<file path="src/rtl/msds_pkg.sv">
// Shared types and constants for the multiplexed segment display scanner.
// Holds the stream layout widths, operation and register codes, the controller
// states and the command and status bundles between controller and datapath.
package msds_pkg;

    // Stream and configuration port widths.
    localparam int S_TDATA_W  = 40;
    localparam int S_TUSER_W  = 3;
    localparam int M_TDATA_W  = 48;
    localparam int CFG_IDX_W  = 3;
    localparam int CFG_DATA_W = 16;

    // Configuration register indexes.
    localparam logic [CFG_IDX_W-1:0] CFG_DIGIT_COUNT    = 3'd0;
    localparam logic [CFG_IDX_W-1:0] CFG_SPEC_ENABLE    = 3'd1;
    localparam logic [CFG_IDX_W-1:0] CFG_SPEC_POSITION  = 3'd2;
    localparam logic [CFG_IDX_W-1:0] CFG_FRAME_INTERVAL = 3'd3;
    localparam logic [CFG_IDX_W-1:0] CFG_SEGMENT_INVERT = 3'd4;
    localparam logic [CFG_IDX_W-1:0] CFG_GRID_INVERT    = 3'd5;
    localparam logic [CFG_IDX_W-1:0] CFG_SEG_MSB_FIRST  = 3'd6;
    localparam logic [CFG_IDX_W-1:0] CFG_FONT_USED      = 3'd7;

    // Item operation codes; the remaining codes are ignored.
    typedef enum logic [2:0] {
        OP_TICK = 3'd0,
        OP_CHAR = 3'd1,
        OP_DOT  = 3'd2,
        OP_SPEC = 3'd3,
        OP_FONT = 3'd4
    } msds_op_t;

    // Controller states.
    typedef enum logic [2:0] {
        ST_IDLE,
        ST_EXEC,
        ST_DOT_WR,
        ST_DIG_RD,
        ST_DIG_CHAR,
        ST_SEARCH,
        ST_EMIT
    } msds_state_t;

    // Commands from the controller to the datapath.
    typedef struct packed {
        logic load_item;
        logic tick;
        logic char_wr;
        logic dot_rd;
        logic dot_wr;
        logic spec_wr;
        logic font_wr;
        logic dig_rd;
        logic dig_latch;
        logic font_start;
        logic font_next;
        logic seg_raw;
        logic seg_hit;
        logic seg_miss;
        logic emit;
    } msds_cmd_t;

    // Status from the datapath to the controller.
    typedef struct packed {
        msds_op_t op;
        logic     frame_due;
        logic     scan_empty;
        logic     spec_hit;
        logic     font_none;
        logic     font_match;
        logic     font_last;
        logic     digit_last;
        logic     out_free;
    } msds_sts_t;

endpackage

</file>
<file path="src/rtl/msds_ram.sv">
// Generic simple dual-port RAM with one write port and a registered read port.
// Depends on nothing else.
module msds_ram #(
    parameter int WIDTH = 8,
    parameter int DEPTH = 32
) (
    input  logic                                  aclk,
    input  logic                                  wr_en,
    input  logic [((DEPTH > 1) ? $clog2(DEPTH) : 1)-1:0] wr_addr,
    input  logic [WIDTH-1:0]                      wr_data,
    input  logic                                  rd_en,
    input  logic [((DEPTH > 1) ? $clog2(DEPTH) : 1)-1:0] rd_addr,
    output logic [WIDTH-1:0]                      rd_data
);

    logic [WIDTH-1:0] mem [DEPTH];

    // Write port and registered read port.
    always_ff @(posedge aclk) begin
        if (wr_en) begin
            mem[wr_addr] <= wr_data;
        end
        if (rd_en) begin
            rd_data <= mem[rd_addr];
        end
    end

endmodule

</file>
<file path="src/rtl/msds_ctrl.sv">
// Controller state machine of the display scanner: sequences item execution,
// the per-digit font search and result emission. Depends on msds_pkg.
module msds_ctrl (
    input  logic              aclk,
    input  logic              aresetn,
    input  logic              s_tvalid,
    output logic              s_tready,
    input  msds_pkg::msds_sts_t sts,
    output msds_pkg::msds_cmd_t cmd
);
    import msds_pkg::*;

    msds_state_t state_reg, state_next;

    // State register.
    always_ff @(posedge aclk) begin
        if (!aresetn) begin
            state_reg <= ST_IDLE;
        end else begin
            state_reg <= state_next;
        end
    end

    // Next state.
    always_comb begin
        state_next = state_reg;
        unique case (state_reg)
            ST_IDLE: begin
                if (s_tvalid) state_next = ST_EXEC;
            end
            ST_EXEC: begin
                unique case (sts.op)
                    OP_TICK: begin
                        if (sts.frame_due && !sts.scan_empty) state_next = ST_DIG_RD;
                        else state_next = ST_IDLE;
                    end
                    OP_DOT:  state_next = ST_DOT_WR;
                    default: state_next = ST_IDLE;
                endcase
            end
            ST_DOT_WR:   state_next = ST_IDLE;
            ST_DIG_RD:   state_next = ST_DIG_CHAR;
            ST_DIG_CHAR: begin
                if (sts.spec_hit || sts.font_none) state_next = ST_EMIT;
                else state_next = ST_SEARCH;
            end
            ST_SEARCH: begin
                if (sts.font_match || sts.font_last) state_next = ST_EMIT;
            end
            ST_EMIT: begin
                if (sts.out_free) begin
                    if (sts.digit_last) state_next = ST_IDLE;
                    else state_next = ST_DIG_RD;
                end
            end
            default: state_next = ST_IDLE;
        endcase
    end

    // Commands.
    always_comb begin
        cmd      = '0;
        s_tready = 1'b0;
        unique case (state_reg)
            ST_IDLE: begin
                s_tready      = 1'b1;
                cmd.load_item = s_tvalid;
            end
            ST_EXEC: begin
                unique case (sts.op)
                    OP_TICK: cmd.tick    = 1'b1;
                    OP_CHAR: cmd.char_wr = 1'b1;
                    OP_DOT:  cmd.dot_rd  = 1'b1;
                    OP_SPEC: cmd.spec_wr = 1'b1;
                    OP_FONT: cmd.font_wr = 1'b1;
                    default: ;
                endcase
            end
            ST_DOT_WR: cmd.dot_wr = 1'b1;
            ST_DIG_RD: cmd.dig_rd = 1'b1;
            ST_DIG_CHAR: begin
                cmd.dig_latch = 1'b1;
                if (sts.spec_hit) cmd.seg_raw = 1'b1;
                else if (sts.font_none) cmd.seg_miss = 1'b1;
                else cmd.font_start = 1'b1;
            end
            ST_SEARCH: begin
                if (sts.font_match) cmd.seg_hit = 1'b1;
                else if (sts.font_last) cmd.seg_miss = 1'b1;
                else cmd.font_next = 1'b1;
            end
            ST_EMIT: cmd.emit = sts.out_free;
            default: ;
        endcase
    end

    // At most one buffer or table update, tick or emission per cycle.
    a_one_action: assert property (@(posedge aclk) disable iff (!aresetn)
        $onehot0({cmd.char_wr, cmd.dot_wr, cmd.spec_wr, cmd.font_wr, cmd.tick, cmd.emit}))
        else $error("several actions commanded together");

    // A dot read is always followed by its write-back.
    a_dot_pair: assert property (@(posedge aclk) disable iff (!aresetn)
        cmd.dot_rd |=> cmd.dot_wr)
        else $error("dot read without write-back");

    // An emission leaves the scan either idle or reading the next digit.
    a_emit_next: assert property (@(posedge aclk) disable iff (!aresetn)
        cmd.emit |=> (state_reg == ST_IDLE || state_reg == ST_DIG_RD))
        else $error("bad state after emission");

endmodule

</file>
<file path="src/rtl/msds_dpath.sv">
// Datapath of the display scanner: configuration, item register, character
// buffer and font memories, tick counter, search index and result register.
// Depends on msds_pkg and msds_ram.
module msds_dpath #(
    parameter int MAX_DIGITS   = 32,
    parameter int FONT_ENTRIES = 64
) (
    input  logic                              aclk,
    input  logic                              aresetn,
    input  logic [msds_pkg::S_TDATA_W-1:0]    s_tdata,
    input  logic [msds_pkg::S_TUSER_W-1:0]    s_tuser,
    output logic                              m_tvalid,
    input  logic                              m_tready,
    output logic [msds_pkg::M_TDATA_W-1:0]    m_tdata,
    output logic                              m_tlast,
    input  logic                              cfg_wr_en,
    input  logic [msds_pkg::CFG_IDX_W-1:0]    cfg_index,
    input  logic [msds_pkg::CFG_DATA_W-1:0]   cfg_wr_data,
    input  msds_pkg::msds_cmd_t               cmd,
    output msds_pkg::msds_sts_t               sts
);
    import msds_pkg::*;

    localparam int CHAR_AW  = (MAX_DIGITS > 1) ? $clog2(MAX_DIGITS) : 1;
    localparam int FONT_AW  = $clog2(FONT_ENTRIES);
    localparam int FONT_CW  = $clog2(FONT_ENTRIES + 1);
    localparam int SCAN_MAX = (MAX_DIGITS < 32) ? MAX_DIGITS : 32;
    localparam logic [6:0] MAX_DIGITS_W   = 7'(MAX_DIGITS);
    localparam logic [8:0] FONT_ENTRIES_W = 9'(FONT_ENTRIES);
    localparam logic [5:0] SCAN_MAX_W     = 6'(SCAN_MAX);

    // Configuration registers.
    logic [5:0]  cfg_digit_count_reg;
    logic        cfg_spec_en_reg;
    logic [4:0]  cfg_spec_pos_reg;
    logic [15:0] cfg_interval_reg;
    logic        cfg_seg_inv_reg;
    logic        cfg_grid_inv_reg;
    logic        cfg_msb_first_reg;
    logic [6:0]  cfg_font_used_reg;

    always_ff @(posedge aclk) begin
        if (!aresetn) begin
            cfg_digit_count_reg <= 6'd8;
            cfg_spec_en_reg     <= 1'b0;
            cfg_spec_pos_reg    <= 5'd0;
            cfg_interval_reg    <= 16'd1;
            cfg_seg_inv_reg     <= 1'b0;
            cfg_grid_inv_reg    <= 1'b0;
            cfg_msb_first_reg   <= 1'b1;
            cfg_font_used_reg   <= 7'd0;
        end else if (cfg_wr_en) begin
            unique case (cfg_index)
                CFG_DIGIT_COUNT:    cfg_digit_count_reg <= cfg_wr_data[5:0];
                CFG_SPEC_ENABLE:    cfg_spec_en_reg     <= cfg_wr_data[0];
                CFG_SPEC_POSITION:  cfg_spec_pos_reg    <= cfg_wr_data[4:0];
                CFG_FRAME_INTERVAL: cfg_interval_reg    <= cfg_wr_data;
                CFG_SEGMENT_INVERT: cfg_seg_inv_reg     <= cfg_wr_data[0];
                CFG_GRID_INVERT:    cfg_grid_inv_reg    <= cfg_wr_data[0];
                CFG_SEG_MSB_FIRST:  cfg_msb_first_reg   <= cfg_wr_data[0];
                CFG_FONT_USED:      cfg_font_used_reg   <= cfg_wr_data[6:0];
                default: ;
            endcase
        end
    end

    // Item register, loaded when an input beat is taken.
    logic [2:0] item_op_reg;
    logic [4:0] item_pos_reg;
    logic [7:0] item_char_reg;
    logic       item_bit_reg;
    logic [2:0] item_sbit_reg;
    logic [5:0] item_slot_reg;
    logic [7:0] item_fchar_reg;
    logic [7:0] item_fseg_reg;

    always_ff @(posedge aclk) begin
        if (cmd.load_item) begin
            item_op_reg    <= s_tuser[2:0];
            item_pos_reg   <= s_tdata[4:0];
            item_char_reg  <= s_tdata[12:5];
            item_bit_reg   <= s_tdata[13];
            item_sbit_reg  <= s_tdata[16:14];
            item_slot_reg  <= s_tdata[22:17];
            item_fchar_reg <= s_tdata[30:23];
            item_fseg_reg  <= s_tdata[38:31];
        end
    end

    // Tick counter and frame timing.
    logic [15:0] tick_reg;
    logic [15:0] interval;
    logic [15:0] tick_inc;
    logic        frame_due;

    assign interval  = (cfg_interval_reg == 16'd0) ? 16'd1 : cfg_interval_reg;
    assign tick_inc  = (tick_reg == 16'hFFFF) ? tick_reg : tick_reg + 16'd1;
    assign frame_due = (tick_inc >= interval);

    always_ff @(posedge aclk) begin
        if (!aresetn) begin
            tick_reg <= 16'd0;
        end else if (cmd.tick) begin
            tick_reg <= frame_due ? 16'd0 : tick_inc;
        end
    end

    // Digit counter and frame length.
    logic [5:0] digit_reg;
    logic [5:0] scan_count;
    logic       digit_last;
    logic       spec_hit;

    assign scan_count = (cfg_digit_count_reg > SCAN_MAX_W) ? SCAN_MAX_W : cfg_digit_count_reg;
    assign digit_last = ((digit_reg + 6'd1) == scan_count);
    assign spec_hit   = cfg_spec_en_reg && (digit_reg == {1'b0, cfg_spec_pos_reg});

    always_ff @(posedge aclk) begin
        if (!aresetn) begin
            digit_reg <= 6'd0;
        end else if (cmd.tick && frame_due) begin
            digit_reg <= 6'd0;
        end else if (cmd.emit) begin
            digit_reg <= digit_reg + 6'd1;
        end
    end

    // Character buffer with per-entry valid bits; an unwritten entry reads zero.
    logic [MAX_DIGITS-1:0] char_valid_reg;
    logic                  char_rd_valid_reg;
    logic                  char_wr_en;
    logic [CHAR_AW-1:0]    char_wr_addr;
    logic [7:0]            char_wr_data;
    logic                  char_rd_en;
    logic [CHAR_AW-1:0]    char_rd_addr;
    logic [7:0]            char_rd_data;
    logic [7:0]            char_q;
    logic [7:0]            special_reg;
    logic [7:0]            special_new;
    logic                  pos_ok;
    logic                  spec_pos_ok;
    logic                  dot_blocked;

    assign pos_ok      = ({2'b00, item_pos_reg} < MAX_DIGITS_W);
    assign spec_pos_ok = ({2'b00, cfg_spec_pos_reg} < MAX_DIGITS_W);
    assign dot_blocked = cfg_spec_en_reg && (item_pos_reg == cfg_spec_pos_reg);
    assign special_new = item_bit_reg ? (special_reg | (8'h01 << item_sbit_reg))
                                      : (special_reg & ~(8'h01 << item_sbit_reg));
    assign char_q      = char_rd_valid_reg ? char_rd_data : 8'h00;
    assign char_rd_en  = cmd.dot_rd | cmd.dig_rd;
    assign char_rd_addr = cmd.dig_rd ? CHAR_AW'(digit_reg) : CHAR_AW'(item_pos_reg);

    // Buffer write selection for character, dot and special updates.
    always_comb begin
        char_wr_en   = 1'b0;
        char_wr_addr = CHAR_AW'(item_pos_reg);
        char_wr_data = item_char_reg;
        if (cmd.char_wr) begin
            char_wr_en = pos_ok;
        end else if (cmd.dot_wr) begin
            char_wr_en   = pos_ok && !dot_blocked;
            char_wr_data = {item_bit_reg, char_q[6:0]};
        end else if (cmd.spec_wr) begin
            char_wr_en   = cfg_spec_en_reg && spec_pos_ok;
            char_wr_addr = CHAR_AW'(cfg_spec_pos_reg);
            char_wr_data = special_new;
        end
    end

    always_ff @(posedge aclk) begin
        if (!aresetn) begin
            char_valid_reg <= '0;
            special_reg    <= 8'h00;
        end else begin
            if (char_wr_en) char_valid_reg[char_wr_addr] <= 1'b1;
            if (cmd.spec_wr && cfg_spec_en_reg) special_reg <= special_new;
        end
    end

    always_ff @(posedge aclk) begin
        if (char_rd_en) char_rd_valid_reg <= char_valid_reg[char_rd_addr];
    end

    msds_ram #(
        .WIDTH (8),
        .DEPTH (MAX_DIGITS)
    ) u_char_ram (
        .aclk    (aclk),
        .wr_en   (char_wr_en),
        .wr_addr (char_wr_addr),
        .wr_data (char_wr_data),
        .rd_en   (char_rd_en),
        .rd_addr (char_rd_addr),
        .rd_data (char_rd_data)
    );

    // Font table: pattern in the upper byte, key in the lower byte.
    logic               font_wr_en;
    logic               font_rd_en;
    logic [FONT_AW-1:0] font_rd_addr;
    logic [15:0]        font_rd_data;
    logic [FONT_CW-1:0] font_k_reg;
    logic [FONT_CW-1:0] font_k_plus;
    logic [8:0]         font_used9;
    logic [8:0]         font_lim9;
    logic [FONT_CW-1:0] font_lim;
    logic [7:0]         cur_char_reg;
    logic [7:0]         seg_reg;

    assign font_wr_en   = cmd.font_wr && ({3'b000, item_slot_reg} < FONT_ENTRIES_W);
    assign font_used9   = {2'b00, cfg_font_used_reg};
    assign font_lim9    = (font_used9 < FONT_ENTRIES_W) ? font_used9 : FONT_ENTRIES_W;
    assign font_lim     = font_lim9[FONT_CW-1:0];
    assign font_k_plus  = font_k_reg + FONT_CW'(1);
    assign font_rd_en   = cmd.font_start | cmd.font_next;
    assign font_rd_addr = cmd.font_start ? '0 : font_k_plus[FONT_AW-1:0];

    msds_ram #(
        .WIDTH (16),
        .DEPTH (FONT_ENTRIES)
    ) u_font_ram (
        .aclk    (aclk),
        .wr_en   (font_wr_en),
        .wr_addr (FONT_AW'(item_slot_reg)),
        .wr_data ({item_fseg_reg, item_fchar_reg}),
        .rd_en   (font_rd_en),
        .rd_addr (font_rd_addr),
        .rd_data (font_rd_data)
    );

    // Search index, searched character and chosen segment byte.
    always_ff @(posedge aclk) begin
        if (!aresetn) begin
            font_k_reg <= '0;
        end else if (cmd.font_start) begin
            font_k_reg <= '0;
        end else if (cmd.font_next) begin
            font_k_reg <= font_k_plus;
        end
    end

    always_ff @(posedge aclk) begin
        if (cmd.dig_latch) cur_char_reg <= char_q;
        if (cmd.seg_raw) seg_reg <= char_q;
        else if (cmd.seg_hit) seg_reg <= font_rd_data[15:8];
        else if (cmd.seg_miss) seg_reg <= 8'h00;
    end

    // Result register, holding one beat until the sink takes it.
    logic        out_valid_reg;
    logic [4:0]  out_digit_reg;
    logic [31:0] out_grid_reg;
    logic [7:0]  out_seg_reg;
    logic        out_order_reg;
    logic        out_last_reg;
    logic [31:0] grid_onehot;

    assign grid_onehot = 32'h1 << digit_reg[4:0];

    always_ff @(posedge aclk) begin
        if (!aresetn) begin
            out_valid_reg <= 1'b0;
        end else if (cmd.emit) begin
            out_valid_reg <= 1'b1;
        end else if (m_tready) begin
            out_valid_reg <= 1'b0;
        end
    end

    always_ff @(posedge aclk) begin
        if (cmd.emit) begin
            out_digit_reg <= digit_reg[4:0];
            out_grid_reg  <= cfg_grid_inv_reg ? ~grid_onehot : grid_onehot;
            out_seg_reg   <= cfg_seg_inv_reg ? ~seg_reg : seg_reg;
            out_order_reg <= spec_hit | cfg_msb_first_reg;
            out_last_reg  <= digit_last;
        end
    end

    assign m_tvalid = out_valid_reg;
    assign m_tdata  = {2'b00, out_order_reg, out_seg_reg, out_grid_reg, out_digit_reg};
    assign m_tlast  = out_last_reg;

    // Status towards the controller.
    always_comb begin
        sts            = '0;
        sts.op         = msds_op_t'(item_op_reg);
        sts.frame_due  = frame_due;
        sts.scan_empty = (scan_count == 6'd0);
        sts.spec_hit   = spec_hit;
        sts.font_none  = (font_lim == '0);
        sts.font_match = (font_rd_data[7:0] == cur_char_reg);
        sts.font_last  = (font_k_plus == font_lim);
        sts.digit_last = digit_last;
        sts.out_free   = !out_valid_reg || m_tready;
    end

    // A new result is only loaded when the previous one is gone.
    a_emit_free: assert property (@(posedge aclk) disable iff (!aresetn)
        cmd.emit |-> (!out_valid_reg || m_tready))
        else $error("result register overwritten");

    // A held result always selects exactly one digit.
    a_grid_onehot: assert property (@(posedge aclk) disable iff (!aresetn)
        out_valid_reg |-> ($onehot(out_grid_reg) || $onehot(~out_grid_reg)))
        else $error("grid word not one-hot");

    // The search index restarts at zero.
    a_search_start: assert property (@(posedge aclk) disable iff (!aresetn)
        cmd.font_start |=> (font_k_reg == '0))
        else $error("font search did not restart");

endmodule

</file>
<file path="src/rtl/multiplexed_segment_display_scanner.sv">
// Multiplexed segment display scanner. Each write item passes through the
// execute state, a dot item also through a write-back state, and a tick that
// completes the frame interval starts a frame of one result per digit. Each
// digit passes through a buffer read, a character step and emission; unless
// it is the special position or no font entry is in use, the sequential
// first-match search comes in between and reads one font entry per cycle (up
// to min(font_entries_used, FONT_ENTRIES) entries). Emission waits while the
// sink holds m_tready low and the previous result is still held.
// No input beat is taken during a frame.
// Depends on msds_pkg, msds_ram, msds_ctrl and msds_dpath.
module multiplexed_segment_display_scanner #(
    parameter int MAX_DIGITS   = 32,
    parameter int FONT_ENTRIES = 64
) (
    input  logic                            aclk,
    input  logic                            aresetn,
    // Input beats.
    input  logic                            s_tvalid,
    output logic                            s_tready,
    // position, char_code, bit_value, spec_bit, font_slot, font_char,
    // font_segments, zero pad
    input  logic [msds_pkg::S_TDATA_W-1:0]  s_tdata,
    // op
    input  logic [msds_pkg::S_TUSER_W-1:0]  s_tuser,
    // Result beats.
    output logic                            m_tvalid,
    input  logic                            m_tready,
    // digit, grid_word, segment_byte, segment_msb_order, zero pad
    output logic [msds_pkg::M_TDATA_W-1:0]  m_tdata,
    output logic                            m_tlast,
    // Configuration writes.
    input  logic                            cfg_wr_en,
    input  logic [msds_pkg::CFG_IDX_W-1:0]  cfg_index,
    input  logic [msds_pkg::CFG_DATA_W-1:0] cfg_wr_data
);
    import msds_pkg::*;

    msds_cmd_t cmd;
    msds_sts_t sts;

    // Sequencing.
    msds_ctrl u_ctrl (
        .aclk     (aclk),
        .aresetn  (aresetn),
        .s_tvalid (s_tvalid),
        .s_tready (s_tready),
        .sts      (sts),
        .cmd      (cmd)
    );

    // Storage and arithmetic.
    msds_dpath #(
        .MAX_DIGITS   (MAX_DIGITS),
        .FONT_ENTRIES (FONT_ENTRIES)
    ) u_dpath (
        .aclk        (aclk),
        .aresetn     (aresetn),
        .s_tdata     (s_tdata),
        .s_tuser     (s_tuser),
        .m_tvalid    (m_tvalid),
        .m_tready    (m_tready),
        .m_tdata     (m_tdata),
        .m_tlast     (m_tlast),
        .cfg_wr_en   (cfg_wr_en),
        .cfg_index   (cfg_index),
        .cfg_wr_data (cfg_wr_data),
        .cmd         (cmd),
        .sts         (sts)
    );

endmodule

</file>
<file path="config.mk">
export PLATFORM = sky130hd
export DESIGN_NAME = multiplexed_segment_display_scanner
export DESIGN_NICKNAME = d
export VERILOG_FILES = /design/src/rtl/msds_pkg.sv /design/src/rtl/msds_ram.sv /design/src/rtl/msds_ctrl.sv /design/src/rtl/msds_dpath.sv /design/src/rtl/multiplexed_segment_display_scanner.sv
export SDC_FILE = /design/constraint.sdc
export NUM_CORES = 2
export LEC_CHECK = 0
export BUFFER_PORTS_ARGS = -buffer_cell sky130_fd_sc_hd__clkbuf_2
export CAP_MARGIN = 10
export CORE_AREA = 2 2 324 326
export CTS_CLUSTER_DIAMETER = 150
export DETAILED_ROUTE_END_ITERATION = 10
export DIE_AREA = 0 0 326 328
export GPL_TIMING_DRIVEN = 0
export PLACE_DENSITY = 0.76
export REMOVE_ABC_BUFFERS = 1
export SETUP_SLACK_MARGIN = 0.02
export SLEW_MARGIN = 5
export SYNTH_ARGS = -nofsm -noshare
export SYNTH_HDL_FRONTEND = slang
export SYNTH_SLANG_ARGS = --single-unit
</file>
<file path="constraint.sdc">
create_clock -name aclk -period 12.1 [get_ports aclk]
set_input_delay 0.605 -clock aclk [delete_from_list [all_inputs] [get_ports aclk]]
set_output_delay 0.605 -clock aclk [all_outputs]
set_load 0.01 [all_outputs]
</file>
==> results by group <==
Clocking
  – Inserted Clock Buffers: about 150
  – Clock slew at reported path FFs: approximately 0.060 ns
  – CTS tree: built
  – Clk_lat worst skew: approximately 0.8 ns
  – Clock Tree Root: clkbuf_16
  – Max clock buf depth: 3
  – Post-CTS sizing: 0
  – Htree depth: 4
  – Clk sinks: between 1,500 and 2,000

Setup path
  – R2r startpoint: u_dpath.tick_reg[0]$_SDFFE_PN0P_
  – Critical path cell sequence: ha_1 -> inv_1 -> nor3_1 -> and4_1 -> or3b_2 -> nor2_1 -> xor2_1 -> ha_1 -> a21o_1 -> a21o_1 -> a211oi_1 -> o21ai_0 -> a221o_1 -> nor2_1 -> nand3b_1 -> a21boi_0
  – CP top delay family: simple AND/OR/NAND/NOR gates
  – CP Capture Type: flip-flop
  – Reg2Reg Depth: 16
  – CP startpoint kind: flip-flop
  – Critical Path Fanout Max: 15
  – Required @ worst endpoint: 12.76 ns
  – Cell depth of the worst setup path: 16
  – Worst reg2reg endpoint: u_dpath.tick_reg[7]$_SDFFE_PN0P_
  – Reg-to-reg slack, setup: between 7 and 8 ns
  – CP Buf/Inv Count: 1
  – Crit path DAT: 5.60 ns
  – Setup Crit Path Kind: reg2reg
  – Max stage delay on crit path: roughly 0.76 ns
  – Slowest CP cell: nor2_1

Power
  – Power Dens Cells: roughly 150 nW/um^2
  – Leakage: 0.0234 uW
  – Worst VDD drop: 0.131 mV

Finish
  – Fin area: 71,900 um^2
  – Synth-to-Final Area Change: 17.0%
  – Final #Nets: between 4,000 and 5,000
  – Max reg flops: roughly 1,000
  – Share of layout cells above drive strength 1: 0.142
  – Biggest regs: u_dpath.u_font_ram.mem x1024, u_dpath.u_char_ram.mem x256
  – Top reg by flops: u_dpath.u_font_ram.mem

Synth
  – Yosys reg bits: roughly 1,500
  – Syn Area/Cell: between 10 and 15 um^2
  – Synth unique cells: 77
  – Post-synthesis sequential area ratio: 0.725
  – Post-Syn Instances: 4,408
  – Synth warn: 0
  – Synthesized cell area: between 60,000 and 70,000 um^2
  – Fraction of registers with async set/reset: 0
  – Main synth FF type: edfxtp_1
  – Post-synth EDFFs: between 1,000 and 1,500

Global route
  – Remaining global-route overflow: 0
  – Largest net degree at the start of global routing: about 150
  – Tot GR Track Use: 0.293
  – Vias in the first global route: 38,300
  – Initial antenna violation count: 4
  – First-pass GRT wire length: approximately 240,000 um

Place
  – Port-buffer cells: about 110
  – RePlAce Congestion: between 0.8 and 0.9
  – Post-Place Cell Area: 66,600 um^2
  – Post-DP HPWL: around 100,000 um

Timing
  – Slew headroom: 0.185
  – Max Clock Freq: 203 MHz
  – Final worst path period need: about 5 ns
  – WHS: 0.0323 ns
  – Final setup violation count: 0
  – Worst Skew: between 0.03 and 0.04 ns
  – Final hold violation count: 0
  – RSZ-0062 raised after global routing: no
  – Max-slew violation count: 0
  – Slew @ Worst Pin: ~1.2 ns
  – Period utilisation layout: 0.408

Drt
  – Vias per cell: around 6.4
  – Post-route ant nets: 0
  – Total Wirelength: 158,000 um
  – Routed len/inst: approximately 26 um
  – Drc violations: 0
  – 1st-iter DRT viols: around 5,300
  – TritonRoute pass-1 iters: 7
  – Via count: a little under 40,000

Min path
  – Min-delay src: s_tdata[2]
  – Worst Hold Class: in2reg
  – Hold Path Depth: 1
  – Hold EP: u_dpath.item_pos_reg[2]$_DFFE_PP_

Flow run
  – Max cap viols: 0

Status
  – Status: finished, final reports clean

Die
  – Core ar.: between 100,000 and 150,000 um^2
  – Die footprint: 107,000 um^2
  – Ports: between 100 and 150
  – Chip Width: 326 um
  – Die Span Y: 328 um
  – Placement Rows: 118
  – Initial core utilization: 0.595
-- synthesized netlist by cell type, drive strengths merged (16+ instances only) --
cell type  number  area [um^2]
nor3           93          465
clkbuf        215          807
nand3b         16          120
inv            31          116
a311oi         37          324
buf            72          339
a22oi          23          173
o21a           33          248
edfxtp       1410        42300
a21boi         33          248
o21ai         104          521
nor2          293         1100
mux2           39          439
a21oi          80          408
nand3          78          390
and2           78          488
xor2           50          445
nor2b          38          238
mux2i         204         2040
a32oi          79          692
o221ai         16          140
a31oi         112          701
dfxtp         111         2220
a221oi         42          368
and3           31          199
ha             24          300
xnor2          40          350
o22ai          19          119
a211oi        105          801
nand2         677         2540
nand4          80          500
-- metrics by stage --
stage / total power [uW] / setup WS, ns / instances / util / TNS [ns]
finish: 11000 / 7.16 / 6108 / 0.697 / 0
global route: 11200 / 6.81 / 6107 / 0.697 / 0
CTS: 11000 / 7.16 / 6105 / 0.696 / 0
detailed placement: 6340 / 7.20 / 5798 / 0.646 / 0
global placement: 6270 / -29.71 / 5616 / 0.607 / -604.20
floorplan: 6110 / -10.82 / 4122 / - / -171.70
-- placed cells by master, fill, tap and decap left out, drive strengths merged, types with 28 or more instances in the layout --
cell type | synthesis | layout
a211oi | 105 | 105
a31oi | 112 | 112
o21a | 33 | 33
mux2 | 39 | 39
buf | 72 | 184
edfxtp | 1410 | 1410
nand2 | 677 | 677
clkbuf | 215 | 314
nand4 | 80 | 80
a32oi | 79 | 79
xnor2 | 40 | 40
and3 | 31 | 31
mux2i | 204 | 204
a21oi | 80 | 80
a221oi | 42 | 42
a311oi | 37 | 37
nor2b | 38 | 38
clkinv | 2 | 54
nor2 | 293 | 293
dlygate4sd3 | 0 | 28
o21ai | 104 | 104
inv | 31 | 39
nand3 | 78 | 78
and2 | 78 | 78
a21boi | 33 | 33
nor3 | 93 | 93
dfxtp | 111 | 111
xor2 | 50 | 50
-- cell families after synthesis --
family	count (synthesis)	synth area share
buf+inv	320	0.0207
compound gates	769	0.0897
other cells	1	0.0000610
xor+xnor	93	0.0141
simple gates	1437	0.105
mux	243	0.0404
flops	1521	0.725
fa+ha+maj	24	0.00489
-- area by class of cell --
cell class                 count  area (um^2)
clock buffer                 200         4070
clock inverter                79          901
antenna                        1         2.50
fill                        6403        31300
tap                         1380         1730
sequential                  1521        44600
inverter                      33          129
timing repair buffer         326         4360
multi-input combinational   2568        16200
-- how the worst max path moves through the flow --
stage                                             from                                        to  slack, ns
floorplan           u_dpath.font_k_reg[0]$_SDFFE_PP0P_  u_dpath.u_font_ram.rd_data[12]$_DFFE_PP_     -10.82
global placement    u_dpath.font_k_reg[0]$_SDFFE_PP0P_   u_dpath.u_font_ram.rd_data[0]$_DFFE_PP_     -29.71
detailed placement    u_dpath.tick_reg[0]$_SDFFE_PN0P_          u_dpath.tick_reg[7]$_SDFFE_PN0P_       7.20
CTS                   u_dpath.tick_reg[0]$_SDFFE_PN0P_          u_dpath.tick_reg[7]$_SDFFE_PN0P_       7.16
global route          u_dpath.tick_reg[0]$_SDFFE_PN0P_          u_dpath.tick_reg[7]$_SDFFE_PN0P_       6.81
finish                u_dpath.tick_reg[0]$_SDFFE_PN0P_          u_dpath.tick_reg[7]$_SDFFE_PN0P_       7.16
-- power breakdown --
part,internal (uW),switching (uW),leakage (uW),total (uW)
combinational,151,262,0.00739,413
clock,2710,1990,0.00241,4700
sequential,5790,44.0,0.0136,5840
-- metal layers --
metal	global-route usage	part of all wire	up-vias
met5	0	0.00019	-
met4	0.131	0.047	4
li1	-	-	17200
met2	0.477	0.48	2389
met1	0.384	0.37	19300
met3	0.0607	0.10	471
-- worst register-to-register path, stage by stage, from the launching register on --
cell      delay (ns)
dfxtp_1         0.36
ha_1            0.32
inv_1           0.13
nor3_1          0.06
and4_1          0.28
or3b_2          0.59
nor2_1          0.22
xor2_1          0.18
ha_1            0.27
a21o_1          0.19
a21o_1          0.19
a211oi_1        0.22
o21ai_0         0.14
a221o_1         0.59
nor2_1          0.76
nand3b_1        0.14
a21boi_0        0.23
-- repair_timing --
| action | CTS | global route |
|---|---|---|
| buffers inserted | 0 | 0 |
| hold endpoints to repair | 28 | 0 |
| hold buffers | 28 | 0 |
Power figures use the tool's default switching activity.
